<file path="src/tcdma_pkg.sv">
// ----------------------------------------------------------------------------
// tcdma_pkg
// Shared constants and types for the two-channel decimating moving average.
// ----------------------------------------------------------------------------
package tcdma_pkg;

  localparam int SAMPLE_COUNT = 16;
  localparam int SAMPLE_W     = 16;
  localparam int IDX_W        = (SAMPLE_COUNT > 1) ? $clog2(SAMPLE_COUNT) : 1;
  localparam int CNT_W        = IDX_W;
  localparam int SUM_W        = SAMPLE_W + IDX_W;

  localparam int OQ_DEPTH     = 4;
  localparam int OQ_PTR_W     = $clog2(OQ_DEPTH);
  localparam int OQ_CNT_W     = OQ_PTR_W + 1;

  typedef logic [SAMPLE_W-1:0] sample_t;

  typedef struct packed {
    logic take;
    logic last;
    logic commit;
  } lane_ctrl_t;

  typedef struct packed {
    sample_t voltage;
    sample_t current;
  } result_t;

endpackage

</file>
<file path="src/tcdma_lane.sv">
// ----------------------------------------------------------------------------
// tcdma_lane
// One channel: running block sum, block average, history ring and window sum.
// ----------------------------------------------------------------------------
module tcdma_lane
  import tcdma_pkg::*;
(
  input  logic       clk,
  input  logic       rst,
  input  lane_ctrl_t ctrl,
  input  sample_t    sample,
  output sample_t    smoothed
);

  logic [SUM_W-1:0] block_sum;
  logic [SUM_W-1:0] block_sum_next;
  sample_t          block_avg;
  sample_t          history [SAMPLE_COUNT];
  logic [SUM_W-1:0] window_sum;
  logic [IDX_W-1:0] oldest;
  logic             primed;

  assign block_sum_next = block_sum + SUM_W'(sample);
  assign smoothed       = SAMPLE_W'(window_sum / SUM_W'(SAMPLE_COUNT));

  // accumulate the block and form its average
  always_ff @(posedge clk) begin
    if (rst) begin
      block_sum <= '0;
    end else if (ctrl.take) begin
      if (ctrl.last) begin
        block_sum <= '0;
      end else begin
        block_sum <= block_sum_next;
      end
    end
  end

  always_ff @(posedge clk) begin
    if (ctrl.take && ctrl.last) begin
      block_avg <= SAMPLE_W'(block_sum_next / SUM_W'(SAMPLE_COUNT));
    end
  end

  // push the average into the history and advance the window
  always_ff @(posedge clk) begin
    if (rst) begin
      window_sum <= '0;
      oldest     <= '0;
      primed     <= 1'b0;
    end else if (ctrl.commit) begin
      if (!primed) begin
        window_sum <= SUM_W'(block_avg) * SUM_W'(SAMPLE_COUNT);
        oldest     <= '0;
        primed     <= 1'b1;
      end else begin
        window_sum <= window_sum - SUM_W'(history[oldest]) + SUM_W'(block_avg);
        if (oldest == IDX_W'(SAMPLE_COUNT - 1)) begin
          oldest <= '0;
        end else begin
          oldest <= oldest + IDX_W'(1);
        end
      end
    end
  end

  always_ff @(posedge clk) begin
    if (rst) begin
      for (int i = 0; i < SAMPLE_COUNT; i++) begin
        history[i] <= '0;
      end
    end else if (ctrl.commit) begin
      if (!primed) begin
        for (int i = 0; i < SAMPLE_COUNT; i++) begin
          history[i] <= block_avg;
        end
      end else begin
        history[oldest] <= block_avg;
      end
    end
  end

endmodule

</file>
<file path="src/tcdma_outq.sv">
// ----------------------------------------------------------------------------
// tcdma_outq
// Merge stage: joins both lane results into one request and queues it.
// ----------------------------------------------------------------------------
module tcdma_outq
  import tcdma_pkg::*;
(
  input  logic                clk,
  input  logic                rst,
  input  logic                push,
  input  sample_t             lane_voltage,
  input  sample_t             lane_current,
  input  logic                pop,
  output logic                not_empty,
  output result_t             head,
  output logic [OQ_CNT_W-1:0] count
);

  result_t             entries [OQ_DEPTH];
  logic [OQ_PTR_W-1:0] wr_ptr;
  logic [OQ_PTR_W-1:0] rd_ptr;
  logic                do_pop;

  assign not_empty = (count != '0);
  assign head      = entries[rd_ptr];
  assign do_pop    = pop && not_empty;

  always_ff @(posedge clk) begin
    if (push) begin
      entries[wr_ptr] <= '{voltage: lane_voltage, current: lane_current};
    end
  end

  always_ff @(posedge clk) begin
    if (rst) begin
      wr_ptr <= '0;
      rd_ptr <= '0;
      count  <= '0;
    end else begin
      if (push) begin
        wr_ptr <= wr_ptr + OQ_PTR_W'(1);
      end
      if (do_pop) begin
        rd_ptr <= rd_ptr + OQ_PTR_W'(1);
      end
      case ({push, do_pop})
        2'b10:   count <= count + OQ_CNT_W'(1);
        2'b01:   count <= count - OQ_CNT_W'(1);
        default: count <= count;
      endcase
    end
  end

endmodule

</file>
<file path="src/two_channel_decimate_moving_average.sv">
// ----------------------------------------------------------------------------
// two_channel_decimate_moving_average
// Boxcar decimator with moving average over the last block averages, two
// channels in parallel lanes, results queued in a small output buffer.
//
//   channel  direction  handshake          payload
//   in       sink       in_valid/in_stall   voltage_sample, current_sample
//   out      source     out_valid/out_stall smoothed_voltage, smoothed_current
//
// One sample pair is taken every cycle while in_valid is high and in_stall
// is low. A block's result moves through block average, window update, queue.
// The queue holds four results; the last pair of a block stalls only while
// four results are queued or in flight. Mid-block pairs never stall.
// Reset clears sums, counters, history and the queue; no warm-up pass.
// ----------------------------------------------------------------------------
module two_channel_decimate_moving_average
  import tcdma_pkg::*;
(
  input  logic    clk,
  input  logic    rst,
  input  logic    in_valid,
  output logic    in_stall,
  input  sample_t voltage_sample,
  input  sample_t current_sample,
  output logic    out_valid,
  input  logic    out_stall,
  output sample_t smoothed_voltage,
  output sample_t smoothed_current
);

  logic [CNT_W-1:0]    block_count;
  logic                last;
  logic                take;
  logic                avg_valid;
  logic                res_valid;
  logic [OQ_CNT_W-1:0] q_count;
  logic [OQ_CNT_W-1:0] in_flight;
  lane_ctrl_t          ctrl;
  sample_t             lane_voltage;
  sample_t             lane_current;
  result_t             head;

  assign last      = (block_count == CNT_W'(SAMPLE_COUNT - 1));
  assign in_flight = q_count + OQ_CNT_W'(avg_valid) + OQ_CNT_W'(res_valid);
  assign in_stall  = last && (in_flight >= OQ_CNT_W'(OQ_DEPTH));
  assign take      = in_valid && !in_stall;
  assign ctrl      = '{take: take, last: last, commit: avg_valid};

  always_ff @(posedge clk) begin
    if (rst) begin
      block_count <= '0;
      avg_valid   <= 1'b0;
      res_valid   <= 1'b0;
    end else begin
      avg_valid <= take && last;
      res_valid <= avg_valid;
      if (take) begin
        if (last) begin
          block_count <= '0;
        end else begin
          block_count <= block_count + CNT_W'(1);
        end
      end
    end
  end

  tcdma_lane u_lane_voltage (
    .clk      (clk),
    .rst      (rst),
    .ctrl     (ctrl),
    .sample   (voltage_sample),
    .smoothed (lane_voltage)
  );

  tcdma_lane u_lane_current (
    .clk      (clk),
    .rst      (rst),
    .ctrl     (ctrl),
    .sample   (current_sample),
    .smoothed (lane_current)
  );

  tcdma_outq u_outq (
    .clk          (clk),
    .rst          (rst),
    .push         (res_valid),
    .lane_voltage (lane_voltage),
    .lane_current (lane_current),
    .pop          (!out_stall),
    .not_empty    (out_valid),
    .head         (head),
    .count        (q_count)
  );

  assign smoothed_voltage = head.voltage;
  assign smoothed_current = head.current;

endmodule
</file>
<file path="config.mk">
export PLATFORM = sky130hd
export DESIGN_NAME = two_channel_decimate_moving_average
export DESIGN_NICKNAME = d
export VERILOG_FILES = /design/src/tcdma_pkg.sv /design/src/tcdma_lane.sv /design/src/tcdma_outq.sv /design/src/two_channel_decimate_moving_average.sv
export SDC_FILE = /design/constraint.sdc
export NUM_CORES = 1
export LEC_CHECK = 0
export ABC_CLOCK_PERIOD_IN_PS = 4600
export BUFFER_PORTS_ARGS = -buffer_cell sky130_fd_sc_hd__clkbuf_2
export CAP_MARGIN = 20
export CORE_MARGIN = 4
export CORE_UTILIZATION = 30
export DETAILED_ROUTE_END_ITERATION = 10
export GPL_ROUTABILITY_DRIVEN = 0
export REMOVE_ABC_BUFFERS = 1
export SYNTH_ARGS = -nofsm -noshare
export SYNTH_HDL_FRONTEND = slang
export SYNTH_SLANG_ARGS = --single-unit
</file>
<file path="constraint.sdc">
create_clock -name clk -period 4.6 [get_ports clk]
set_input_delay 0.23 -clock clk [delete_from_list [all_inputs] [get_ports clk]]
set_output_delay 0.23 -clock clk [all_outputs]
set_load 0.03 [all_outputs]
</file>
==> reports/summary.log, run 1 <==
INFO  status         status=finished clean
INFO  logic_synthesis ys_seq_area_share=61.30%
INFO  sta            hold_viol_final=0
INFO  logic_synthesis edff_count_synth=672
INFO  cts            ctsRootBufferMaster=sky130_fd_sc_hd__clkbuf_16
INFO  drt            top_signal_layer_used=met5
INFO  sta            layout_worst_path_cycle_share=93.57%
INFO  place          placed_cell_area=39160µm²
INFO  logic_synthesis postSynth.topFlopCell=sky130_fd_sc_hd__edfxtp_1
INFO  critical_path  timing.critical_path.buf_inv=2
INFO  floorplanning  die_width=357.2µm
INFO  sta            clock-skew-final=0.03980ns
INFO  cts            cts_sinks=784
INFO  sta            fmax=0.2323GHz
INFO  critical_path  crit_path_cell_trace=buf_12, mux4_2, mux4_2, fa_1, inv_1, ha_1, a21oi_1, o211ai_1, a31o_2, a211o_1, a31oi_1, a211oi_1
INFO  logic_synthesis synthesis.area_per_instance=13.97µm²
INFO  sta            setup-violations-final=0
INFO  pwr            sequentialPowerShare=50.5%
INFO  place          port-buffer-count=69
INFO  global_routing globalRouteTotalUtil=15.46%
INFO  critical_path  crit_required=5.09ns
INFO  pwr            combinationalPowerShare=6.7%
INFO  critical_path  cp_slowest_cell=sky130_fd_sc_hd__dfxtp_2
INFO  drt            met3WireLength=8760µm
INFO  logic_synthesis synthesis.instances=2618
INFO  cts            number_of_hold_buffers_added_after_cts=6
INFO  drt            vias=22884
INFO  critical_path  critPathMaxFanout=34
INFO  drt            routed-wl-met2=45850µm
INFO  global_routing wire_length_of_the_first_global_routing_pass=148400µm
INFO  drt            drt-met1-wl=42190µm
INFO  cts            cts_max_path_buffers=3
INFO  layout         num-fill-cells=11719
INFO  floorplanning  die_h=357.2µm
INFO  logic_synthesis synth_cell_types=84
INFO  drt            drtAntennaViolNets=0
INFO  sta            finalHoldWorstSlack=0.08291ns
INFO  drt            avgRoutedWirePerCell=22.78µm
INFO  critical_path  crit_family=compound AO/OA/AOI/OAI gates
INFO  critical_path  setup.worst_path.start_class=register
INFO  cts            post-cts-setup-buffers=0
INFO  place          detailed_place_hpwl=63410µm
INFO  drt            first_pass_iters=6
INFO  layout         fin_cells=4382
INFO  floorplanning  boundaryPins=70
INFO  cts            clock_latency=0.67ns
INFO  place          placed_cells=4217
INFO  sta            fin_tns_setup=0ns
INFO  layout         layout.nets=2856
INFO  global_routing pin_count_of_the_biggest_net_entering_global_routing=68
INFO  logic_synthesis synth_async_sr_flop_share=0%
INFO  pwr            leakage=14.87nW
INFO  critical_path  wp_data_arrival=4.80ns
INFO  hold_path      hp-class=in2reg
INFO  pwr            power.ir.vdd_worst=248.6µV
INFO  drt            post_drt_via_cell_ratio=5.222
INFO  drt            number_of_drc_violations_after_detailed_routing_iteration_0=2245
INFO  critical_path  cpPeakStageDelay=0.69ns
INFO  global_routing globalRouteOverflowTotal=0
INFO  cts            clk_pin_slew=0.06ns
INFO  layout         stdcell_area=42000µm²
INFO  cts            postCtsResizedCells=0
INFO  sta            grt_setup_unrepaired=false
INFO  sta            period_minus_slack=4.304ns
INFO  pwr            netSwitchingFraction=22.85%
INFO  sta            timing_max_transition_violations_final=0
INFO  sta            timing.slew.headroom=27.62%
INFO  flow_run       maxCapViolCount=0
INFO  critical_path  critPathCaptureType=register
INFO  floorplanning  floorplan.die_area=127600µm²
INFO  layout         drive_gt1_share=19.68%
INFO  drt            drc=0
INFO  logic_synthesis flops_latches_synth=784
INFO  sta            max_slew.worst_pin.slew=1.083ns
INFO  floorplanning  floorplan.initialDensity=30.37%
INFO  critical_path  cp_class=reg2reg
INFO  logic_synthesis netlist_area=36580µm²
INFO  cts            ctsHtreeMaxLevel=3
INFO  drt            total_wire_length=99800µm
INFO  pwr            internal_power=12.21mW
INFO  floorplanning  num_rows=127
INFO  layout         flow.area_growth_from_synthesis=14.82%
INFO  global_routing first_global_vias=22626
INFO  cts            clock_tree_from_tritoncts=built
INFO  logic_synthesis yosys_warnings=0
INFO  pwr            p_switching=3.615mW
INFO  cts            cts_inserted_buffers=85
INFO  floorplanning  core=120400µm²
INFO  critical_path  crit_top_cell=sky130_fd_sc_hd__mux4_2
INFO  pwr            portion_of_total_power_attributed_to_the_clock_network=42.8%
INFO  pwr            power.density_cell_area=376.7nW/µm²
INFO  layout         finish.utilization=34.87%
INFO  global_routing grt_antenna_before_repair=5
-- through the flow --
step / setup WS (ns) / total power, mW
floorplan: -1.519 / 8.816
global route: 0.09707 / 16.37
finish: 0.2956 / 15.82
CTS: 0.3449 / 15.96
detailed placement: 0.3871 / 9.190
global placement: 0.4024 / 9.170
-- cell type report --
class	count	area [µm²]	area share (%)
Antenna cell	1	2.502	0.005958
Clock buffer	115	2354	5.604
Clock inverter	43	424.2	1.010
Inverter	158	593.1	1.412
Multi-Input combinational cell	1491	12900	30.70
Sequential cell	784	22430	53.41
Tap cell	1612	2017	4.802
Timing Repair Buffer	178	1281	3.051
-- final timing paths --
kind	start	endpoint	slack, ns	cells after the start
worst min register to register	u_lane_current.window_sum[3]	u_lane_current.window_sum[3]	0.47	2
worst max-delay path	register	u_lane_voltage.window_sum[10]	0.30	12
worst min-delay path	out_stall	register	0.08	4
worst max register to register	register	u_lane_voltage.window_sum[10]	0.30	12
-- state kept, by name, summed over array words and instances (netlist names), 20 cells and up, named ones only --
| register | cells |
|---|---|
| u_lane_current.history | 256 |
| u_lane_voltage.history | 256 |
| u_outq.entries | 128 |
| u_lane_current.block_sum | 20 |
| u_lane_current.window_sum | 20 |
| u_lane_voltage.block_sum | 20 |
| u_lane_voltage.window_sum | 20 |
-- worst min-delay path, stage by stage --
cell,delay [ns]
sky130_fd_sc_hd__clkbuf_2,0.12
sky130_fd_sc_hd__nor2b_1,0.10
sky130_fd_sc_hd__xnor2_1,0.16
sky130_fd_sc_hd__nor2_1,0.08
-- metal layers --
metal / up-vias / GRT usage, %
met2: 995 / 24.28
met5: - / 0
met3: 182 / 3.263
met4: 4 / 5.139
li1: 10147 / -
met1: 11556 / 21.41
-- cell families (layout without fill, tap and decap cells) --
logic type      after synthesis  count (layout)  synth area share, %
buf+inv                     343             494                3.783
simple gates                529             529                6.520
mux                         202             202                12.11
flops                       784             784                61.30
xor+xnor                     55              55                1.317
other cells                   0               1                    0
compound gates              583             583                10.09
fa+ha+maj                   122             122                4.891
-- synthesized netlist by cell type (6+ instances only) --
| cell | instances | area, µm² |
|---|---|---|
| sky130_fd_sc_hd__mux4_2 | 192 | 4324 |
| sky130_fd_sc_hd__clkbuf_1 | 104 | 390.4 |
| sky130_fd_sc_hd__buf_4 | 6 | 45.04 |
| sky130_fd_sc_hd__and3_1 | 10 | 62.56 |
| sky130_fd_sc_hd__buf_2 | 56 | 280.3 |
| sky130_fd_sc_hd__or4_1 | 8 | 60.06 |
| sky130_fd_sc_hd__inv_1 | 157 | 589.3 |
| sky130_fd_sc_hd__a21o_1 | 29 | 217.7 |
| sky130_fd_sc_hd__buf_1 | 16 | 60.06 |
| sky130_fd_sc_hd__nor2b_1 | 18 | 112.6 |
| sky130_fd_sc_hd__a22oi_1 | 35 | 262.8 |
| sky130_fd_sc_hd__a21boi_0 | 13 | 97.59 |
| sky130_fd_sc_hd__or3_1 | 12 | 75.07 |
| sky130_fd_sc_hd__and2_1 | 16 | 100.1 |
| sky130_fd_sc_hd__a21oi_1 | 269 | 1346 |
| sky130_fd_sc_hd__o211ai_1 | 12 | 90.09 |
| sky130_fd_sc_hd__fa_1 | 35 | 700.7 |
| sky130_fd_sc_hd__xnor2_1 | 32 | 280.3 |
| sky130_fd_sc_hd__nand2_1 | 112 | 420.4 |
| sky130_fd_sc_hd__nand4_1 | 13 | 81.33 |
| sky130_fd_sc_hd__a32oi_1 | 6 | 52.55 |
| sky130_fd_sc_hd__a22o_1 | 7 | 61.31 |
| sky130_fd_sc_hd__o21bai_1 | 10 | 75.07 |
| sky130_fd_sc_hd__a211o_1 | 7 | 61.31 |
| sky130_fd_sc_hd__o22ai_1 | 6 | 37.54 |
| sky130_fd_sc_hd__ha_1 | 87 | 1089 |
| sky130_fd_sc_hd__edfxtp_1 | 672 | 20180 |
| sky130_fd_sc_hd__o21ai_0 | 64 | 320.3 |
| sky130_fd_sc_hd__a211oi_1 | 22 | 165.2 |
| sky130_fd_sc_hd__nand3_1 | 43 | 215.2 |
| sky130_fd_sc_hd__nor3_1 | 19 | 95.09 |
| sky130_fd_sc_hd__a31oi_1 | 23 | 143.9 |
| sky130_fd_sc_hd__o21ai_1 | 6 | 30.03 |
| sky130_fd_sc_hd__nand2b_1 | 6 | 37.54 |
| sky130_fd_sc_hd__nor2_1 | 251 | 942.2 |
| sky130_fd_sc_hd__xor2_1 | 23 | 201.4 |
| sky130_fd_sc_hd__mux2i_1 | 7 | 70.07 |
| sky130_fd_sc_hd__o21a_1 | 11 | 82.58 |
| sky130_fd_sc_hd__o31ai_1 | 8 | 60.06 |
| sky130_fd_sc_hd__dfxtp_1 | 112 | 2242 |
-- cell usage in the layout (no fill, tap or decap), drive strengths merged, types with 44 or more instances in the layout --
cell type,synthesis,routed
nor2,253,253
mux4,192,192
nand2,112,112
a21oi,269,269
clkbuf,107,183
nand3,44,44
ha,87,87
edfxtp,672,672
o21ai,73,73
inv,158,159
buf,78,104
dfxtp,112,112
-- power groups by stage --
stage / sequential [mW] / combinational [mW] / clock (mW)
after global placement: 8.14 / 1.03 / 0
final: 8.00 / 1.06 / 6.77
after CTS: 8.00 / 1.06 / 6.91
after global routing: 8.01 / 1.16 / 7.20
after floorplan: 8.12 / 0.697 / 0
after detailed placement: 8.14 / 1.05 / 0
Power figures use the tool's default switching activity.
==> run 2: changes to the inputs <==
--- a/config.mk
+++ b/config.mk
@@ -6,11 +6,11 @@
 export NUM_CORES = 1
 export LEC_CHECK = 0
 export ABC_CLOCK_PERIOD_IN_PS = 4600
-export BUFFER_PORTS_ARGS = -buffer_cell sky130_fd_sc_hd__clkbuf_2
 export CAP_MARGIN = 20
-export CORE_MARGIN = 4
+export CORE_MARGIN = 2
 export CORE_UTILIZATION = 30
 export DETAILED_ROUTE_END_ITERATION = 10
+export DONT_BUFFER_PORTS = 1
 export GPL_ROUTABILITY_DRIVEN = 0
 export REMOVE_ABC_BUFFERS = 1
 export SYNTH_ARGS = -nofsm -noshare
==> reports/summary.log, run 2 (synthesis results as in run 1) <==
INFO  critical_path  crit-reg2reg-capture=u_lane_voltage.window_sum[19]
INFO  drt            drc=0 [unchanged]
INFO  sta            period_minus_slack=4.327ns [+0.02273 ns]
INFO  critical_path  wp_data_arrival=4.89ns [+0.09 ns]
INFO  sta            timing_max_transition_violations_final=0 [unchanged]
INFO  cts            clk_pin_slew=0.06ns [about the same]
INFO  pwr            power.total=15.84mW [about the same]
INFO  critical_path  setup.worst_path.start_class=register
INFO  flow_run       maxCapViolCount=0 [unchanged]
INFO  global_routing globalRouteOverflowTotal=0 [unchanged]
INFO  cts            clock_latency=0.67ns [about the same]
INFO  hold_path      worst_hold_path.num_cells=4 [unchanged]
INFO  global_routing wire_length_of_the_first_global_routing_pass=147500µm [-0.59%]
INFO  cts            ctsRootBufferMaster=sky130_fd_sc_hd__clkbuf_16
INFO  critical_path  timing.critical_path.buf_inv=2 [unchanged]
INFO  drt            routed-wl-met2=44060µm [-3.9%]
INFO  pwr            leakage=14.55nW [-2.1%]
INFO  drt            drt-met1-wl=43710µm [+3.6%]
INFO  floorplanning  core=121400µm² [+0.79%]
INFO  global_routing pin_count_of_the_biggest_net_entering_global_routing=111 [+63%]
INFO  cts            postCtsResizedCells=0 [unchanged]
INFO  cts            clock_tree_from_tritoncts=built
INFO  layout         fin_cells=4315 [-1.5%]
INFO  cts            cts_max_path_buffers=3 [unchanged]
INFO  sta            clock-skew-final=0.03166ns [-0.008134 ns]
INFO  sta            fmax=0.2311GHz [-0.53%]
INFO  place          port-buffer-count=0 [-100%]
INFO  floorplanning  floorplan.initialDensity=30.13% [-0.24 points]
INFO  critical_path  critPathMaxFanout=20 [-41%]
INFO  global_routing first_global_vias=22128 [-2.2%]
INFO  layout         mostFrequentLayoutCells=672 x sky130_fd_sc_hd__edfxtp_1, 269 x sky130_fd_sc_hd__a21oi_1, 249 x sky130_fd_sc_hd__nor2_1
INFO  cts            cts_inserted_buffers=85 [unchanged]
INFO  drt            number_of_drc_violations_after_detailed_routing_iteration_0=2616 [+17%]
INFO  critical_path  worst_r2r_path_depth=12 [unchanged]
INFO  layout         flow.area_growth_from_synthesis=13.86%
INFO  pwr            netSwitchingFraction=22.92% [+0.072 points]
INFO  sta            hold_viol_final=0 [unchanged]
INFO  hold_path      hp-class=in2reg
INFO  critical_path  crit_family=multiplexers
INFO  drt            avgRoutedWirePerCell=22.77µm [about the same]
INFO  cts            ctsHtreeMaxLevel=3 [unchanged]
INFO  drt            total_wire_length=98250µm [-1.6%]
INFO  hold_path      worst_hold_path.endpoint=u_lane_voltage.block_sum[3]
INFO  critical_path  regToRegSetupSlack=0.27ns [-0.02 ns]
INFO  critical_path  crit_top_cell=sky130_fd_sc_hd__mux4_2
INFO  pwr            portion_of_total_power_attributed_to_the_clock_network=43.1% [+0.3 points]
INFO  pwr            internal_power=12.21mW [about the same]
INFO  floorplanning  die_width=353.2µm [-1.1%]
INFO  critical_path  cpPeakStageDelay=0.65ns [-0.04 ns]
INFO  floorplanning  boundaryPins=70 [unchanged]
INFO  hold_path      holdCritStartpoint=voltage_sample[3]
INFO  global_routing globalRouteTotalUtil=15.57% [+0.11 points]
INFO  cts            cts_sinks=784 [unchanged]
INFO  floorplanning  floorplan.die_area=124700µm² [-2.2%]
INFO  global_routing grt_antenna_before_repair=8 [+3]
INFO  layout         drive_gt1_share=17.17% [-2.5 points]
INFO  place          placed_cells=4148 [-1.6%]
INFO  critical_path  critPathCaptureType=register
INFO  layout         largestRegisters=u_lane_current.history: 256 flops, u_lane_voltage.history: 256 flops, u_outq.entries: 128 flops
INFO  sta            timing.slew.headroom=25.04% [-2.6 points]
INFO  critical_path  cp_class=reg2reg
INFO  drt            met3WireLength=8214µm [-6.2%]
INFO  critical_path  crit_required=5.16ns [+0.07 ns]
INFO  drt            drtAntennaViolNets=0 [unchanged]
INFO  place          detailed_place_hpwl=62000µm [-2.2%]
INFO  floorplanning  die_h=353.2µm [-1.1%]
INFO  drt            first_pass_iters=6 [unchanged]
INFO  sta            max_slew.worst_pin.slew=1.122ns [+0.03858 ns]
INFO  sta            fin_tns_setup=0ns [unchanged]
INFO  pwr            sequentialPowerShare=50.5% [about the same]
INFO  sta            layout_worst_path_cycle_share=94.07% [+0.49 points]
INFO  pwr            power.density_cell_area=380.3nW/µm² [+0.94%]
INFO  pwr            p_switching=3.630mW [+0.42%]
INFO  critical_path  crit_path_cell_trace=buf_12, mux4_2, mux4_2, fa_1, inv_1, ha_1, o21ai_1, o21ai_0, nand2_1, o32a_1, and4_1, o32ai_2
INFO  sta            setup-violations-final=0 [unchanged]
INFO  drt            post_drt_via_cell_ratio=5.239 [+0.33%]
INFO  pwr            combinationalPowerShare=6.4% [-0.3 points]
INFO  critical_path  cp_slowest_cell=sky130_fd_sc_hd__dfxtp_4
INFO  cts            post-cts-setup-buffers=0 [unchanged]
INFO  drt            top_signal_layer_used=met5
INFO  pwr            power.ir.vdd_worst=275.5µV [+11%]
INFO  floorplanning  num_rows=128 [+0.79%]
INFO  layout         n_antenna_cell=0 [-1]
INFO  layout         layout.nets=2779 [-2.7%]
INFO  status         status=finished clean
INFO  layout         mostFrequentLayoutCell=sky130_fd_sc_hd__edfxtp_1
INFO  layout         finish.utilization=34.31% [-0.56 points]
INFO  sta            grt_setup_unrepaired=false
INFO  drt            vias=22608 [-1.2%]
==> run 2: power by group through the flow <==
stage | logic (mW) | registers, mW | clock network [mW]
6_report | 1.02 | 8.00 | 6.82
5_1_grt | 1.12 | 8.01 | 7.22
4_1_cts | 1.01 | 8.00 | 6.94
3_5_place_dp | 0.975 | 8.14 | 0
3_3_place_gp | 0.969 | 8.14 | 0
2_1_floorplan | 0.697 | 8.12 | 0
==> run 2: how the worst max path moves through the flow <==
stage | start | end | slack (ns) | cells after the start
CTS | register | u_lane_voltage.window_sum[19] | 0.26 | 12
global placement | register | u_lane_voltage.window_sum[14] | 0.36 | 12
detailed placement | register | u_lane_voltage.window_sum[19] | 0.31 | 12
global route | register | u_lane_voltage.window_sum[19] | 0.02 | 12
finish | register | u_lane_voltage.window_sum[19] | 0.27 | 12
floorplan | register | u_lane_voltage.window_sum[14] | -1.52 | 12
==> run 2: layout make-up <==
type	instances	area (µm²)
fill	11805	79750
multi-input combinational	1491	12890
timing repair buffer	101	933.4
inverter	158	593.1
sequential	784	22430
clock buffer	109	2310
clock inverter	47	459.2
tap	1625	2033
==> run 2: layer usage <==
layer  up-vias  global-route usage, %
met5         -                      0
met4        12                  4.383
met3       147                  3.111
met2       957                  23.80
met1     11514                  22.44
li1       9978                      -
==> run 2: tightest hold or removal path, delay by kind of cell <==
kind | cells | cell delay (ns)
xor+xnor | 1 | 0.14
fa+ha+maj | 1 | 0.18
compound gates | 1 | 0.06
simple gates | 1 | 0.07
==> run 2: timing repair <==
item,4_1_cts,5_1_grt
endpoints found under the hold margin,283,0
hold buffers,10,0
endpoints found under the setup margin,0,0
==> run 2: metrics by stage <==
stage,area [µm²],hold WS (ns),setup WS [ns]
after floorplan,35790,0.2962,-1.519
after global placement,38740,0.3898,0.3593
after detailed placement,38740,0.3927,0.3086
after CTS,41620,0.002248,0.2627
after global routing,41650,0.04905,0.01846
final,41650,0.04213,0.2729
